**config.mk**
```make
export PLATFORM = sky130hd
export DESIGN_NAME = lfsr_mixed_dual_word_bit_sequencer_flat
export DESIGN_NICKNAME = d
export VERILOG_FILES = /design/src/rtl/core/lmdw_pkg.sv /design/src/rtl/core/lmdw_ifs.sv /design/src/rtl/core/lfsr_mixed_dual_word_bit_sequencer.sv /design/src/flat_wrapper.sv
export SDC_FILE = /design/constraint.sdc
export NUM_CORES = 1
export LEC_CHECK = 0
export BUFFER_PORTS_ARGS = -buffer_cell sky130_fd_sc_hd__buf_2
export CORE_ASPECT_RATIO = 0.6
export CORE_UTILIZATION = 51
export CTS_CLUSTER_SIZE = 20
export DETAILED_ROUTE_END_ITERATION = 10
export PLACE_DENSITY = 0.72
export SLEW_MARGIN = 30
export SYNTH_ARGS = -nofsm -noshare
export SYNTH_HDL_FRONTEND = slang
export SYNTH_SLANG_ARGS = --single-unit
```
**constraint.sdc**
```tcl
create_clock -name i_clk -period 3 [get_ports i_clk]
set_clock_uncertainty 0.1 [all_clocks]
set_input_delay 0 -clock i_clk [delete_from_list [all_inputs] [get_ports i_clk]]
set_output_delay 0 -clock i_clk [all_outputs]
set_load 0.03 [all_outputs]
```
**src/rtl/core/lmdw_pkg.sv**
```systemverilog
// lmdw_pkg: shared types, constants and helper function of the two-word bit sequencer
// used by the channel interfaces and by the top level; no dependencies
package lmdw_pkg;

    // word geometry
    localparam int unsigned WORD_BITS = 16;
    localparam int unsigned POS_W     = 4;   // bits to index one word bit
    localparam int unsigned STEP_W    = 5;   // step 0..31
    localparam int unsigned LFSR_W    = 32;

    localparam logic [LFSR_W-1:0] LFSR_SEED_DEFAULT = 32'habcdef12;

    // command codes
    localparam logic [2:0] CMD_TICK       = 3'd0;
    localparam logic [2:0] CMD_RESET      = 3'd1;
    localparam logic [2:0] CMD_SINGLE     = 3'd2;
    localparam logic [2:0] CMD_FLIP_LONG  = 3'd3;
    localparam logic [2:0] CMD_FLIP_INV_A = 3'd4;
    localparam logic [2:0] CMD_FLIP_INV_B = 3'd5;

    // configuration register indexes
    localparam logic [2:0] REG_SWITCH_A    = 3'd0;
    localparam logic [2:0] REG_SWITCH_B    = 3'd1;
    localparam logic [2:0] REG_WORD_LENGTH = 3'd2;
    localparam logic [2:0] REG_SINGLE_RUN  = 3'd3;
    localparam logic [2:0] REG_EXT_CLOCK   = 3'd4;
    localparam logic [2:0] REG_INV_A_INIT  = 3'd5;
    localparam logic [2:0] REG_INV_B_INIT  = 3'd6;
    localparam logic [2:0] REG_LONG_INIT   = 3'd7;

    // sequencer states
    typedef enum logic [2:0] {
        ST_IDLE,
        ST_EXEC,
        ST_DIV_GATE,
        ST_DIV_LEVEL,
        ST_DONE
    } t_state;

    // one result word
    typedef struct packed {
        logic                 level_a;
        logic                 level_b;
        logic                 gate_a;
        logic                 gate_b;
        logic                 first_bit;
        logic                 last_bit;
        logic [WORD_BITS-1:0] shown_word_a;
        logic [WORD_BITS-1:0] shown_word_b;
        logic [STEP_W-1:0]    step_index;
    } t_result;

    // fibonacci lfsr, taps 0 1 21 31, shifting right
    function automatic logic [LFSR_W-1:0] lfsr_next(input logic [LFSR_W-1:0] cur);
        logic fb;
        fb = cur[0] ^ cur[1] ^ cur[21] ^ cur[31];
        return {fb, cur[LFSR_W-1:1]};
    endfunction

endpackage

```
**src/rtl/core/lmdw_ifs.sv**
```systemverilog
// lmdw channel interfaces: input word, result word and configuration write channels
// depends on lmdw_pkg for field widths
interface lmdw_in_if;
    logic                          valid;
    logic                          ready;
    logic [2:0]                    cmd;
    logic [lmdw_pkg::WORD_BITS-1:0] prn_choice_a;
    logic [lmdw_pkg::WORD_BITS-1:0] prn_choice_b;
    logic [lmdw_pkg::LFSR_W-1:0]   seed;

    modport source (output valid, cmd, prn_choice_a, prn_choice_b, seed, input ready);
    modport sink   (input valid, cmd, prn_choice_a, prn_choice_b, seed, output ready);
endinterface

interface lmdw_out_if;
    logic                          valid;
    logic                          ready;
    logic                          level_a;
    logic                          level_b;
    logic                          gate_a;
    logic                          gate_b;
    logic                          first_bit;
    logic                          last_bit;
    logic [lmdw_pkg::WORD_BITS-1:0] shown_word_a;
    logic [lmdw_pkg::WORD_BITS-1:0] shown_word_b;
    logic [lmdw_pkg::STEP_W-1:0]   step_index;

    modport source (output valid, level_a, level_b, gate_a, gate_b, first_bit, last_bit,
                    shown_word_a, shown_word_b, step_index, input ready);
    modport sink   (input valid, level_a, level_b, gate_a, gate_b, first_bit, last_bit,
                    shown_word_a, shown_word_b, step_index, output ready);
endinterface

interface lmdw_cfg_if;
    logic        valid;
    logic        ready;
    logic [2:0]  addr;
    logic [15:0] data;

    modport source (output valid, addr, data, input ready);
    modport sink   (input valid, addr, data, output ready);
endinterface

```
**src/rtl/core/lfsr_mixed_dual_word_bit_sequencer.sv**
```systemverilog
// two-word lfsr / manual bit sequencer, top level
// depends on lmdw_pkg and the channel interfaces in lmdw_ifs.sv
//
// usage
//   i_item   : command words (tick, reset with seed, single cycle, flips of long
//              mode and of the two inversions) with the two lfsr choice masks
//   o_result : one result word per command word: levels, gates, first and last
//              bit pulses, both shown words and the step after the command
//   i_cfg    : register writes by index; always ready, write only while idle
// step division
//   a word passes the exec, gate division, level division and done states; the
//   quotients of the old and new step by the segment length are taken off by one
//   shared compare-and-subtract unit, one subtraction per cycle; a new command
//   word is taken only in the idle state, after the last result is written
// reset
//   synchronous, active low: configuration and control registers return to their
//   defaults, the lfsr to 0xabcdef12, step and single-cycle flags to zero
// stalls
//   the result sits in an output register; while it waits the next command word
//   is taken and worked on, and only its final write waits for the register
module lfsr_mixed_dual_word_bit_sequencer (
    input  logic        i_clk,
    input  logic        i_rst_n,
    lmdw_in_if.sink     i_item,
    lmdw_cfg_if.sink    i_cfg,
    lmdw_out_if.source  o_result
);

    localparam int unsigned WB = lmdw_pkg::WORD_BITS;
    localparam int unsigned SW = lmdw_pkg::STEP_W;
    localparam int unsigned PW = lmdw_pkg::POS_W;
    localparam int unsigned LW = lmdw_pkg::LFSR_W;

    // configuration registers
    logic [WB-1:0] r_switch_a;
    logic [WB-1:0] r_switch_b;
    logic [4:0]    r_word_length;
    logic          r_single_run;
    logic          r_ext_clock;
    logic          r_inv_a_init;
    logic          r_inv_b_init;
    logic          r_long_init;

    // sequencer state
    lmdw_pkg::t_state r_state, n_state;
    logic [LW-1:0] r_lfsr, n_lfsr;
    logic [SW-1:0] r_step, n_step;
    logic [WB-1:0] r_word_a, n_word_a;
    logic [WB-1:0] r_word_b, n_word_b;
    logic          r_single_active, n_single_active;
    logic          r_single_done, n_single_done;
    logic          r_inv_a, n_inv_a;
    logic          r_inv_b, n_inv_b;
    logic          r_long, n_long;
    logic          r_out_valid, n_out_valid;

    // per-word payload
    logic [2:0]    r_cmd, n_cmd;
    logic [WB-1:0] r_choice_a, n_choice_a;
    logic [WB-1:0] r_choice_b, n_choice_b;
    logic [LW-1:0] r_seed, n_seed;
    logic          r_play, n_play;
    logic          r_first, n_first;
    logic          r_last, n_last;
    logic          r_gate_a, n_gate_a;
    logic          r_gate_b, n_gate_b;
    logic          r_level_a, n_level_a;
    logic          r_level_b, n_level_b;
    logic [SW-1:0] r_rem, n_rem;
    logic          r_par, n_par;
    lmdw_pkg::t_result r_out, n_out;

    // segment and sequence length
    logic [4:0] seg_n;
    logic [5:0] seq_n;
    logic [WB-1:0] shown_a;
    logic [WB-1:0] shown_b;
    logic          bit_a;
    logic          bit_b;
    logic          rem_ge;

    assign seg_n = (r_word_length == 5'd0) ? 5'd1 :
                   (r_word_length > 5'(WB)) ? 5'(WB) : r_word_length;
    assign seq_n = r_long ? {seg_n, 1'b0} : {1'b0, seg_n};

    // shown words and the bit picked by the divider remainder
    assign shown_a = r_inv_a ? ~r_word_a : r_word_a;
    assign shown_b = r_inv_b ? ~r_word_b : r_word_b;
    assign bit_a   = (r_long && r_par) ? shown_b[r_rem[PW-1:0]] : shown_a[r_rem[PW-1:0]];
    assign bit_b   = (r_long && r_par) ? shown_a[r_rem[PW-1:0]] : shown_b[r_rem[PW-1:0]];
    assign rem_ge  = (r_rem >= seg_n);

    // configuration writes
    assign i_cfg.ready = 1'b1;

    always_ff @(posedge i_clk) begin
        if (!i_rst_n) begin
            r_switch_a    <= '0;
            r_switch_b    <= '0;
            r_word_length <= 5'd16;
            r_single_run  <= 1'b0;
            r_ext_clock   <= 1'b0;
            r_inv_a_init  <= 1'b0;
            r_inv_b_init  <= 1'b0;
            r_long_init   <= 1'b0;
        end else if (i_cfg.valid) begin
            unique case (i_cfg.addr)
                lmdw_pkg::REG_SWITCH_A:    r_switch_a    <= i_cfg.data[WB-1:0];
                lmdw_pkg::REG_SWITCH_B:    r_switch_b    <= i_cfg.data[WB-1:0];
                lmdw_pkg::REG_WORD_LENGTH: r_word_length <= i_cfg.data[4:0];
                lmdw_pkg::REG_SINGLE_RUN:  r_single_run  <= i_cfg.data[0];
                lmdw_pkg::REG_EXT_CLOCK:   r_ext_clock   <= i_cfg.data[0];
                lmdw_pkg::REG_INV_A_INIT:  r_inv_a_init  <= i_cfg.data[0];
                lmdw_pkg::REG_INV_B_INIT:  r_inv_b_init  <= i_cfg.data[0];
                lmdw_pkg::REG_LONG_INIT:   r_long_init   <= i_cfg.data[0];
                default: ;
            endcase
        end
    end

    // handshakes and result port
    assign i_item.ready          = (r_state == lmdw_pkg::ST_IDLE);
    assign o_result.valid        = r_out_valid;
    assign o_result.level_a      = r_out.level_a;
    assign o_result.level_b      = r_out.level_b;
    assign o_result.gate_a       = r_out.gate_a;
    assign o_result.gate_b       = r_out.gate_b;
    assign o_result.first_bit    = r_out.first_bit;
    assign o_result.last_bit     = r_out.last_bit;
    assign o_result.shown_word_a = r_out.shown_word_a;
    assign o_result.shown_word_b = r_out.shown_word_b;
    assign o_result.step_index   = r_out.step_index;

    // next state and datapath
    always_comb begin
        logic          run;
        logic          adv;
        logic [5:0]    step_inc;

        run             = 1'b0;
        adv             = 1'b0;
        step_inc        = '0;
        n_state         = r_state;
        n_lfsr          = r_lfsr;
        n_step          = r_step;
        n_word_a        = r_word_a;
        n_word_b        = r_word_b;
        n_single_active = r_single_active;
        n_single_done   = r_single_done;
        n_inv_a         = r_inv_a;
        n_inv_b         = r_inv_b;
        n_long          = r_long;
        n_cmd           = r_cmd;
        n_choice_a      = r_choice_a;
        n_choice_b      = r_choice_b;
        n_seed          = r_seed;
        n_play          = r_play;
        n_first         = r_first;
        n_last          = r_last;
        n_gate_a        = r_gate_a;
        n_gate_b        = r_gate_b;
        n_level_a       = r_level_a;
        n_level_b       = r_level_b;
        n_rem           = r_rem;
        n_par           = r_par;
        n_out           = r_out;
        n_out_valid     = r_out_valid;

        // result taken by the receiver
        if (o_result.ready) begin
            n_out_valid = 1'b0;
        end

        unique case (r_state)
            lmdw_pkg::ST_IDLE: begin
                if (i_item.valid) begin
                    n_cmd      = i_item.cmd;
                    n_choice_a = i_item.prn_choice_a;
                    n_choice_b = i_item.prn_choice_b;
                    n_seed     = i_item.seed;
                    n_state    = lmdw_pkg::ST_EXEC;
                end
            end

            lmdw_pkg::ST_EXEC: begin
                n_first = 1'b0;
                n_last  = 1'b0;
                // command effects
                case (r_cmd)
                    lmdw_pkg::CMD_RESET: begin
                        n_step          = '0;
                        n_single_active = 1'b0;
                        n_single_done   = 1'b0;
                        n_lfsr          = (r_seed != '0) ? r_seed
                                                         : lmdw_pkg::LFSR_SEED_DEFAULT;
                        n_word_a        = r_switch_a;
                        n_word_b        = r_switch_b;
                    end
                    lmdw_pkg::CMD_SINGLE: begin
                        n_step          = '0;
                        n_single_active = 1'b1;
                        n_single_done   = 1'b0;
                        if (r_ext_clock) begin
                            adv     = 1'b1;
                            n_first = 1'b1;
                            if (seq_n == 6'd1) begin
                                n_last        = 1'b1;
                                n_single_done = 1'b1;
                            end
                        end
                    end
                    lmdw_pkg::CMD_FLIP_LONG:  n_long  = !r_long;
                    lmdw_pkg::CMD_FLIP_INV_A: n_inv_a = !r_inv_a;
                    lmdw_pkg::CMD_FLIP_INV_B: n_inv_b = !r_inv_b;
                    default: ;
                endcase

                // end of a finished single cycle, run decision
                if (n_single_active) begin
                    run = !n_single_done;
                    if (n_single_done) begin
                        n_single_active = 1'b0;
                    end
                end else begin
                    run = !r_single_run;
                end
                n_play = (r_cmd == lmdw_pkg::CMD_TICK) && run;

                // lfsr advance and word build
                if (adv || n_play) begin
                    n_lfsr   = lmdw_pkg::lfsr_next(r_lfsr);
                    n_word_a = (n_lfsr[WB-1:0] & r_choice_a) | (r_switch_a & ~r_choice_a);
                    n_word_b = (n_lfsr[16 +: WB] & r_choice_b) | (r_switch_b & ~r_choice_b);
                end

                // played step: pulses and step advance
                if (n_play) begin
                    n_first = (r_step == '0);
                    if ({1'b0, r_step} == seq_n - 6'd1) begin
                        n_last = 1'b1;
                        if (n_single_active) begin
                            n_single_done = 1'b1;
                        end
                    end
                    if (!((r_single_run || n_single_active) && n_single_done)) begin
                        step_inc = {1'b0, r_step} + 6'd1;
                        n_step   = (step_inc >= seq_n) ? '0 : step_inc[SW-1:0];
                    end
                end

                // divider starts on the step just played
                n_rem   = r_step;
                n_par   = 1'b0;
                n_state = lmdw_pkg::ST_DIV_GATE;
            end

            lmdw_pkg::ST_DIV_GATE: begin
                if (rem_ge) begin
                    n_rem = r_rem - seg_n;
                    n_par = !r_par;
                end else begin
                    n_gate_a = r_play & bit_a;
                    n_gate_b = r_play & bit_b;
                    n_rem    = r_step;
                    n_par    = 1'b0;
                    n_state  = lmdw_pkg::ST_DIV_LEVEL;
                end
            end

            lmdw_pkg::ST_DIV_LEVEL: begin
                if (rem_ge) begin
                    n_rem = r_rem - seg_n;
                    n_par = !r_par;
                end else begin
                    n_level_a = bit_a;
                    n_level_b = bit_b;
                    n_state   = lmdw_pkg::ST_DONE;
                end
            end

            lmdw_pkg::ST_DONE: begin
                // load the output register once it is free
                if (!r_out_valid || o_result.ready) begin
                    n_out.level_a      = r_level_a;
                    n_out.level_b      = r_level_b;
                    n_out.gate_a       = r_gate_a;
                    n_out.gate_b       = r_gate_b;
                    n_out.first_bit    = r_first;
                    n_out.last_bit     = r_last;
                    n_out.shown_word_a = shown_a;
                    n_out.shown_word_b = shown_b;
                    n_out.step_index   = r_step;
                    n_out_valid        = 1'b1;
                    n_state            = lmdw_pkg::ST_IDLE;
                end
            end

            default: n_state = lmdw_pkg::ST_IDLE;
        endcase
    end

    // control state
    always_ff @(posedge i_clk) begin
        if (!i_rst_n) begin
            r_state         <= lmdw_pkg::ST_IDLE;
            r_lfsr          <= lmdw_pkg::LFSR_SEED_DEFAULT;
            r_step          <= '0;
            r_word_a        <= '0;
            r_word_b        <= '0;
            r_single_active <= 1'b0;
            r_single_done   <= 1'b0;
            r_inv_a         <= 1'b0;
            r_inv_b         <= 1'b0;
            r_long          <= 1'b0;
            r_out_valid     <= 1'b0;
        end else begin
            r_state         <= n_state;
            r_lfsr          <= n_lfsr;
            r_step          <= n_step;
            r_word_a        <= n_word_a;
            r_word_b        <= n_word_b;
            r_single_active <= n_single_active;
            r_single_done   <= n_single_done;
            r_inv_a         <= n_inv_a;
            r_inv_b         <= n_inv_b;
            r_long          <= n_long;
            r_out_valid     <= n_out_valid;
        end
    end

    // payload registers
    always_ff @(posedge i_clk) begin
        r_cmd      <= n_cmd;
        r_choice_a <= n_choice_a;
        r_choice_b <= n_choice_b;
        r_seed     <= n_seed;
        r_play     <= n_play;
        r_first    <= n_first;
        r_last     <= n_last;
        r_gate_a   <= n_gate_a;
        r_gate_b   <= n_gate_b;
        r_level_a  <= n_level_a;
        r_level_b  <= n_level_b;
        r_rem      <= n_rem;
        r_par      <= n_par;
        r_out      <= n_out;
    end

endmodule
```
**src/flat_wrapper.sv**
```systemverilog
// flat-port wrapper written by rule: the top's interface ports become plain ports
module lfsr_mixed_dual_word_bit_sequencer_flat 
  (i_clk, i_rst_n, i_item_valid, i_item_cmd, i_item_prn_choice_a, i_item_prn_choice_b, i_item_seed, i_item_ready, i_cfg_valid, i_cfg_addr, i_cfg_data, i_cfg_ready, o_result_valid, o_result_level_a, o_result_level_b, o_result_gate_a, o_result_gate_b, o_result_first_bit, o_result_last_bit, o_result_shown_word_a, o_result_shown_word_b, o_result_step_index, o_result_ready);
  lmdw_in_if i_item_i ();
  lmdw_cfg_if i_cfg_i ();
  lmdw_out_if o_result_i ();
  input  logic i_clk;
  input  logic i_rst_n;
  input wire logic [$bits(i_item_i.valid)-1:0] i_item_valid;
  input wire logic [$bits(i_item_i.cmd)-1:0] i_item_cmd;
  input wire logic [$bits(i_item_i.prn_choice_a)-1:0] i_item_prn_choice_a;
  input wire logic [$bits(i_item_i.prn_choice_b)-1:0] i_item_prn_choice_b;
  input wire logic [$bits(i_item_i.seed)-1:0] i_item_seed;
  output wire logic [$bits(i_item_i.ready)-1:0] i_item_ready;
  input wire logic [$bits(i_cfg_i.valid)-1:0] i_cfg_valid;
  input wire logic [$bits(i_cfg_i.addr)-1:0] i_cfg_addr;
  input wire logic [$bits(i_cfg_i.data)-1:0] i_cfg_data;
  output wire logic [$bits(i_cfg_i.ready)-1:0] i_cfg_ready;
  output wire logic [$bits(o_result_i.valid)-1:0] o_result_valid;
  output wire logic [$bits(o_result_i.level_a)-1:0] o_result_level_a;
  output wire logic [$bits(o_result_i.level_b)-1:0] o_result_level_b;
  output wire logic [$bits(o_result_i.gate_a)-1:0] o_result_gate_a;
  output wire logic [$bits(o_result_i.gate_b)-1:0] o_result_gate_b;
  output wire logic [$bits(o_result_i.first_bit)-1:0] o_result_first_bit;
  output wire logic [$bits(o_result_i.last_bit)-1:0] o_result_last_bit;
  output wire logic [$bits(o_result_i.shown_word_a)-1:0] o_result_shown_word_a;
  output wire logic [$bits(o_result_i.shown_word_b)-1:0] o_result_shown_word_b;
  output wire logic [$bits(o_result_i.step_index)-1:0] o_result_step_index;
  input wire logic [$bits(o_result_i.ready)-1:0] o_result_ready;
  assign i_item_i.valid = i_item_valid;
  assign i_item_i.cmd = i_item_cmd;
  assign i_item_i.prn_choice_a = i_item_prn_choice_a;
  assign i_item_i.prn_choice_b = i_item_prn_choice_b;
  assign i_item_i.seed = i_item_seed;
  assign i_item_ready = i_item_i.ready;
  assign i_cfg_i.valid = i_cfg_valid;
  assign i_cfg_i.addr = i_cfg_addr;
  assign i_cfg_i.data = i_cfg_data;
  assign i_cfg_ready = i_cfg_i.ready;
  assign o_result_valid = o_result_i.valid;
  assign o_result_level_a = o_result_i.level_a;
  assign o_result_level_b = o_result_i.level_b;
  assign o_result_gate_a = o_result_i.gate_a;
  assign o_result_gate_b = o_result_i.gate_b;
  assign o_result_first_bit = o_result_i.first_bit;
  assign o_result_last_bit = o_result_i.last_bit;
  assign o_result_shown_word_a = o_result_i.shown_word_a;
  assign o_result_shown_word_b = o_result_i.shown_word_b;
  assign o_result_step_index = o_result_i.step_index;
  assign o_result_i.ready = o_result_ready;
  lfsr_mixed_dual_word_bit_sequencer u_core (.i_clk(i_clk), .i_rst_n(i_rst_n), .i_item(i_item_i), .i_cfg(i_cfg_i), .o_result(o_result_i));
endmodule
```
==> reports/qor.yml <==
track_usage_pct: 26.40
setup_ws_ns: 0.1868
seqPwrFrac_pct: 51.3
period_needed_ns: 2.813
start_kind: "flop"
cts_tree: "done"
cpPeakStageDelay_ns: 0.66
fin_hold_ws_ns: 0.09589
syn_nets: 1007
p_int_w: 0.005615
multi_input_area_mm2: 0.003885
synth_top_family_by_area: "simple AND/OR/NAND/NOR gates"
syn_area_per_cell_um2: 11.31
ir_drop_mv: 0.4104
synth-compound-area-share_pct: 13.08
min_path_cells: 2
dieHeight_um: 111.4
r2r_setup_slack_ns: 0.19
relSlewSlack_pct: 45.55
combPwrFrac_pct: 11.2
crit_required_ns: 3.30
cts_sinks: 240
vias_per_cell: 5.643
slew_violations: 0
final_common_cell: "buf_2"
max_freq_ghz: 0.3555
grt_pass1_wl_um: 41400
pwr_density_cell_mw_per_mm2: 579.6
r2r-start: "u_core.r_long"
antenna_left: 0
hold_start: "i_item_seed[12]"
die-area_mm2: 0.02054
rsz0062_at_grt: "false"
end_kind: "flop"
clkPwrFrac_pct: 37.5
critPathKind: "flop to flop"
final_cells: 1400
drive_gt1_share_pct: 21.08
firstDrtPassIters: 5
clockBufferDepth: 3
rr_worst_depth: 10
synth_mux_area_share_pct: 4.180
syn_inst: 900
cp_max_fo: 15
synth-edff-count: 123
post-cts-setup-buffer-count: 0
synth_top_flop_cell: "edfxtp_1"
p_sw_share_pct: 24.79
yosys_warnings: 0
netlist_area_mm2: 0.01018
leakagePower_nw: 5.022
final-setup-viol-count: 0
crit_chain: "nor2_1 -> a21oi_1 -> ha_1 -> nor4b_1 -> nand4_1 -> nand2_1 -> or2_2 -> o311ai_2 -> o311a_2 -> mux2_2"
h-tree-depth: 1
drv_cap: 0
grt_max_degree: 78
placed_area_mm2: 0.01121
critPathSlowestCell: "dfxtp_1"
drt_iter0_drc: 815
drc_errors: 0
dpl.hpwl_um: 17880
antenna_found_initial: 0
hold_viol: 0
cts_inserted_buffers: 22
setup_tns_ns: 0
r2r_end: "u_core.r_step[0]"
gp_congestion: 0.8558
areaGrowthSynthToFinish_pct: 26.57
routed_wl_um: 26790
die_w_um: 184.4
portBuffers: 135
grt_pass1_vias: 7441
yosys.area_share.simple_pct: 13.73
antenna_cells: 0
final_area_mm2: 0.01288
insertion_delay_ns: 0.51
cts-root-buf: "clkbuf_16"
place_ws_ns: 0.08110
p_sw_w: 0.001851
hold_class: "primary input to flop"
synthAdderAreaFrac_pct: 2.041
core_mm2: 0.01927
ios: 137
status: "finished clean"
tightest_slew_ns: 0.8156
grt-ovfl-total: 0
fillers: 1442
clk_pin_slew_ns: 0.07
place_inst: 1267
routedWlPerCell_um: 19.14
seqCellArea_mm2: 0.006037
layout_common_cells: "buf_2, nand2_1, edfxtp_1"
synth_xor_area_share_pct: 4.648
via_count: 7900
yosysUniqueCellTypes: 59
async_flop_share_pct: 0
initial_core_util_pct: 52.79
nNetsFinal: 1225
rows: 39
ys_seq_area_share_pct: 59.31
ys_seq_elements: 240
min_to: "u_core.r_seed[12]"
arrival_ns: 3.11
period_share_pct: 93.77
layout make-up:
class                   count  area share (%)
clock buffers              28           4.857
inverters                  11          0.3206
flip-flops and latches    240           46.87
clock inverters            12          0.7091
repair buffers            256           14.49
well taps                 266           2.584
multi-input cells         587           30.16
sequential cells by signal (all words and copies together) (netlist names), 3 cells and up:
name and count:
u_core.o_result.shown_word_a 16, u_core.o_result.shown_word_b 16, u_core.o_result.step_index 5, u_core.r_choice_a 16, u_core.r_choice_b 16, u_core.r_cmd 3, u_core.r_lfsr 32, u_core.r_rem 5
u_core.r_seed 32, u_core.r_state 3, u_core.r_step 5, u_core.r_switch_a 16, u_core.r_switch_b 16, u_core.r_word_a 16, u_core.r_word_b 16, u_core.r_word_length 5
power by group through the flow:
stage	sequential, W	combinational (W)	clock, W
after floorplan	0.00383	0.000483	0
after global placement	0.00389	0.000710	0
after detailed placement	0.00389	0.000724	0
after CTS	0.00382	0.000817	0.00282
after global routing	0.00384	0.000914	0.00295
final	0.00383	0.000836	0.00280
kinds of logic (layout without fill, tap and decap cells):
family / Yosys count / in the layout
AOI/OAI and AO/OA: 179 / 179
xor gates and xnor gates: 54 / 54
adders and majority gates: 16 / 16
buffers and inverters: 73 / 307
DFF: 240 / 240
muxes: 29 / 29
other: 1 / 1
and+or+nand+nor: 308 / 308
cell usage after synthesis (all sizes together), types with 2 or more instances:
cell type	instances	area, um^2
a21boi	33	251.5
xnor2	16	140.1
a21oi	45	225.2
a22o	3	26.28
edfxtp	123	3694
o21ai	10	50.04
o21a	2	15.01
or2	2	12.51
nor3	34	170.2
nand3b	2	15.01
xor2	38	332.8
clkinv	2	7.510
clkbuf	46	172.7
mux2i	11	110.1
o221ai	19	166.4
and2	8	51.31
ha	15	187.7
mux2	8	90.09
nand2b	7	43.79
a21o	8	60.06
dfxtp	117	2342
nand4b	2	17.52
a211oi	4	30.03
buf	16	87.58
nand2	127	476.7
and3	2	12.51
o211ai	2	15.01
nand4	3	18.77
a31oi	2	12.51
or3	4	25.02
a311oi	45	394.1
mux4	10	225.2
nor2b	4	25.02
nor2	72	270.3
nand3	25	125.1
nor4b	3	26.28
inv	9	33.78
nor4	10	77.57
timing repair:
item / 4_1_cts / 5_1_grt
gates resized for setup: 0 / 5
hold buffers: 93 / 0
setup endpoints to repair: 0 / 13
hold endpoints to repair: 132 / 0
critical path: cells and delay by family, from the launching register on:
family,cells,cell delay [ns]
fa+ha+maj,1,0.21
simple gates,5,0.86
flops,1,0.66
compound gates,3,0.60
mux,1,0.27
routing by layer:
| metal | up-vias | track usage, % | part of all wire (%) |
|---|---|---|---|
| li1 | 3739 | - | - |
| met1 | 3774 | 40.70 | 47 |
| met2 | 349 | 38.01 | 41 |
| met3 | 38 | 5.921 | 9.4 |
| met4 | 0 | 5.222 | 1.8 |
| met5 | - | 0 | 0 |
stage by stage:
stage                     total power [W]  util [%]
after CTS                        0.007458     66.71
after global placement           0.004598     58.16
after global routing             0.007706     66.82
after floorplan                  0.004308         -
after detailed placement         0.004615     58.16
final                            0.007465     66.82
worst max path at each step:
stage,startpoint,end,slack (ns),depth (start not counted)
floorplan,u_core.r_word_length[2],u_core.r_gate_a,0.29,12
global placement,u_core.r_word_length[1],u_core.r_rem[4],0.15,11
detailed placement,u_core.r_word_length[1],u_core.r_rem[2],0.08,11
CTS,u_core.r_word_length[1],u_core.r_gate_a,0.04,11
global route,u_core.r_long,u_core.r_step[0],0.01,10
finish,u_core.r_long,u_core.r_step[0],0.19,10
No activity file was read; power rests on OpenSTA's default activity.
